### src/rtl/rrq_pkg.sv
package rrq_pkg;

  localparam int MaxProcs  = 16;
  localparam int Terminals = 4;
  localparam int IdxW      = $clog2(MaxProcs);
  localparam int CntW      = $clog2(MaxProcs + 1);

  localparam logic [2:0] TermNone = 3'd7;

  // Transaction kinds.
  localparam logic [2:0] KindAdd       = 3'd0;
  localparam logic [2:0] KindExpire    = 3'd1;
  localparam logic [2:0] KindExit      = 3'd2;
  localparam logic [2:0] KindSetStatus = 3'd3;
  localparam logic [2:0] KindWakeWr    = 3'd4;
  localparam logic [2:0] KindWakeRd    = 3'd5;
  localparam logic [2:0] KindFindWr    = 3'd6;
  localparam logic [2:0] KindNop       = 3'd7;

  // Status codes.
  localparam logic [2:0] StOk       = 3'd0;
  localparam logic [2:0] StNoneRun  = 3'd1;
  localparam logic [2:0] StExitEmpt = 3'd2;
  localparam logic [2:0] StExitIdle = 3'd3;
  localparam logic [2:0] StFull     = 3'd4;

  // Configuration register indexes.
  localparam logic CfgFbPid = 1'b0;
  localparam logic CfgFbDly = 1'b1;

  typedef struct packed {
    logic [15:0] pid;
    logic [15:0] delay;
    logic        waiting;
    logic [2:0]  rd;
    logic [2:0]  ww;
    logic [2:0]  wr;
  } slot_t;

  typedef enum logic [3:0] {
    S_IDLE, S_DECIDE, S_SCAN, S_ROTATE, S_SHIFT, S_DONE, S_OUT
  } state_t;

  // Per-entry predicate set, evaluated by the shared compare unit.
  typedef struct packed {
    logic pid_eq;
    logic ready0;
    logic ready_idle;
    logic delay0;
    logic ww_eq;
    logic rd_eq;
    logic wr_eq;
  } match_t;

  function automatic logic is_clear(slot_t s);
    return s.waiting == 1'b0 && s.rd == TermNone && s.ww == TermNone && s.wr == TermNone;
  endfunction

endpackage

### src/rtl/rrq_match.sv
module rrq_match
  import rrq_pkg::*;
(
  input  slot_t       slot,
  input  logic [15:0] pid,
  input  logic [15:0] fb_dly,
  input  logic [1:0]  terminal,
  output match_t      m
);

  logic [2:0] term3;
  logic       term_ok;

  // Shared compare unit applied to one entry per cycle.
  always_comb begin
    term3      = {1'b0, terminal};
    term_ok    = 32'(terminal) < Terminals;
    m.pid_eq     = slot.pid == pid;
    m.ready0     = is_clear(slot) && slot.delay == 16'd0;
    m.ready_idle = is_clear(slot) && slot.delay == fb_dly;
    m.delay0     = slot.delay == 16'd0;
    m.ww_eq      = term_ok && slot.ww == term3;
    m.rd_eq      = term_ok && slot.rd == term3;
    m.wr_eq      = term_ok && slot.wr == term3;
  end

endmodule

### config.mk
export PLATFORM = sky130hd
export DESIGN_NAME = rrq_match
export DESIGN_NICKNAME = d
export VERILOG_FILES = /design/src/rtl/rrq_pkg.sv /design/src/rtl/rrq_match.sv
export SDC_FILE = /design/constraint.sdc
export NUM_CORES = 1
export LEC_CHECK = 0
export BUFFER_PORTS_ARGS = -buffer_cell sky130_fd_sc_hd__buf_2
export CAP_MARGIN = 20
export CORE_MARGIN = 1.5
export CORE_UTILIZATION = 31
export DETAILED_ROUTE_END_ITERATION = 12
export PLACE_DENSITY = 0.93
export SLEW_MARGIN = 20
export SYNTH_ARGS = -nofsm -noshare
export SYNTH_HDL_FRONTEND = slang
export SYNTH_SLANG_ARGS = --single-unit
### constraint.sdc
create_clock -name vclk -period 0.85
set_input_delay 0 -clock vclk [all_inputs]
set_output_delay 0 -clock vclk [all_outputs]
set_load 0.01 [all_outputs]
======== Word level (Yosys, flattened, before mapping) ========
Cells that the tools add are included.
cells by class
  bitwise operators ....................... 1
  eq/ne operators ......................... 8
  reductions and logical operators ........ 6
operators by type and width
  operator                                  count
  16-bit == test                            2
  16-bit zero test                          1
  3-bit by 2-bit == test with 1-bit output  3
  3-bit == test (second input constant)     3
  1-bit logical AND                         5
  1-bit NOT                                 1
storage, ports and cells
  flip-flop bits (word level) ............. 0
  logic and storage cells ................. 15

======== Depth between registers and ports, before layout ========
  word-level depth ........................ 5
  depth in mapped cells ................... 4
  depth with buffers taken out ............ 4

======== Least setup slack after synthesis ========
No wires, ideal clock.
  path kind ............................... input port to output port
  start point ............................. input pid[9]
  end point ............................... output m[6] (netlist name)
  setup slack ............................. 0.165 ns
  cell stages on the path ................. 3
  arrival time ............................ 0.685 ns
  required time ........................... 0.850 ns
  path buffers ............................ 0
  cells stage by stage .................... xnor2_1 -> nand4_1 -> nor4_1
RTL lines
  item         line            RTL
  from (decl)  rrq_match.sv:5  input logic [15:0] pid,
  to (decl)    rrq_match.sv:8  output match_t m

==> metrics.txt <==
M1 WL=738 µm; GRT Overall Usage=around 20%; Leak Pwr=0.000580 µW; Starting Density=35.0%; Initial DRT Pass Iterations=4; area leader, netlist=xor2_1; Avg Cell Area, Syn=between 7 and 8 µm²; CP peak stage delay=0.33 ns; Die ar.=~0.0018 mm²; Critical Path RT=0.85 ns; Final HPWL DP=~1.7 mm; minimum clock period=about 1 ns; Worst EP arrival=just under 1 ns; Remaining Overflow, GRT=0; top post-synthesis cells by area=xor2_1 40%, xnor2_1 29%, nor4_1 12%; critical path type=in -> out; CLK BUF=0; Final Slew Violations=0; vias in the first global route=between 700 and 800; # DRC=0; final setup margin=-0.130 ns; Critical Path Fanout Max=2; CORE AREA=roughly 0.0014 mm²; sequential cell count=0; CP Capture Type=output pin; most common cell in the netlist=xor2_1; via count=just over 800; synth-to-layout area growth=131%; Synth Net Count=139; die extent in y=about 42 µm; # rows=13; RSZ-0062 raised after global routing=true; Critical Path Most Common Cell=buf_2; CP endpoint=m[4]; Slew HR=between 70% and 80%; Yosys cell types=10; fin nets=230; CP Cell Sequence=buf_2 > xor2_1 > nor4_1 > nand4_1 > nor2_1 > buf_2; post-CTS setup buffers=0; power per standard cell area=approximately 460 mW/mm²; share of layout cells above drive strength 1=between 60 and 70%; Worst Setup Start Kind=input pin; final core utilization=between 80% and 90%; worst slew pin tran=between 0.3 and 0.4 ns; Critical Path Source=slot[24]; register area share after synthesis=0%; initial antenna violation count=0; ANT cells=0; drt initial violations=15; Die Wd=roughly 42 µm; fin area=roughly 0.0011 mm²; hold crit path type=in -> out; Synth top cells by count=22 x xor2_1, 16 x xnor2_1, 9 x nor4_1; met3 WL=about 210 µm; port bufs=83; Final Hold Viols=0; Hold-fix buffers, CTS=0; Syn Std Cell Area=between 400 and 500 µm²; Peak VDD IR=between 0.2 and 0.3 mV; Cell Area, Placed=957 µm²; first-pass GRT wire length=between 2 and 3 mm; vias per std cell=4.90; Syn. warnings=0; Routability Congestion=approximately 0.79; WL met2=around 1.1 mm; final WL=2.08 mm; sequential cell area=0 µm²; fin crit share=115%; top layer reached by signal wires=met4; Max Fclk=between 1000 and 1500 MHz; number of I/O pins=83; max cap viols=0; fillcell total=82; violated checks=negative setup slack; top cell type's share of synthesized area=roughly 40%; Synth Instances=63; status=complete, but fails checks; drt wl/cell=roughly 12 µm; largest net degree at the start of global routing=4; Final setup viols=2; CP max-delay cell=nor4_1; DRT antenna net count=0
-- layout by cell type (no fill, tap or decap), types with 2 or more instances in the layout --
cell type and n:
buf_4 7, xnor2_1 10, xor2_1 22, buf_2 70, nor4_2 3, nand4_1 7, nor3_1 3, xnor2_2 6
nor2_1 2, nor4_1 6, buf_6 11
-- how the worst min path moves through the flow --
stage          endpoint    start  slack, ns  depth (start not counted)
3_5_place_dp       m[1]  slot[8]       0.27                          3
4_1_cts            m[1]  slot[8]       0.27                          3
5_1_grt            m[1]  slot[8]       0.28                          3
3_3_place_gp       m[2]  slot[5]       0.25                          3
6_report           m[1]  slot[8]       0.27                          3
2_1_floorplan      m[0]  slot[2]       0.05                          1
-- what timing repair did --
action | 4_1_cts | 5_1_grt
setup endpoints to repair | 3 | 4
pin swaps | 6 | 17
gates resized for setup | 5 | 19
gates cloned | 0 | 0
-- where the power goes --
group	internal (µW)	switching [µW]	leakage [µW]
Combinational	309	199	0.000580
Clock	0	0	0
Sequential	0	0	0
Total	309	199	0.000580
-- layout make-up --
class,instances,area [µm²],share of cell area (%)
Tap cell,15,18.8,1.70
Inverter,1,3.75,0.341
Timing Repair Buffer,89,542,49.1
Multi-Input combinational cell,62,538,48.8
-- cells by family (layout without fill, tap and decap cells) --
kind of cell | count (synthesis) | in the layout | share of synthesized area [%]
simple gates | 24 | 24 | 29.6
xor+xnor | 38 | 38 | 69.6
buf+inv | 1 | 90 | 0.785
-- stage by stage --
step | power (µW) | hold slack [ns] | TNS [ns] | worst slack, ns | cells
finish | 509 | 0.268 | -0.152 | -0.130 | 167
global route | 546 | 0.280 | -0.322 | -0.161 | 167
CTS | 442 | 0.269 | -0.136 | -0.0839 | 167
detailed placement | 426 | 0.267 | -0.151 | -0.0971 | 167
global placement | 410 | 0.251 | -0.153 | -0.101 | 167
floorplan | 160 | 0.0544 | 0 | 0.165 | 63
-- critical path: cells and delay by family --
kind / cells / cell delay (ns)
and+or+nand+nor: 3 / 0.57
buffers and inverters: 2 / 0.24
xor gates and xnor gates: 1 / 0.17
-- layer usage --
| metal | up-vias | global-route usage (%) |
|---|---|---|
| li1 | 406 | - |
| met1 | 347 | 19.7 |
| met2 | 63 | 44.3 |
| met3 | 2 | 1.72 |
| met4 | 0 | 2.50 |
| met5 | - | 0 |
Note: power is estimated with default switching activity, not from simulation.
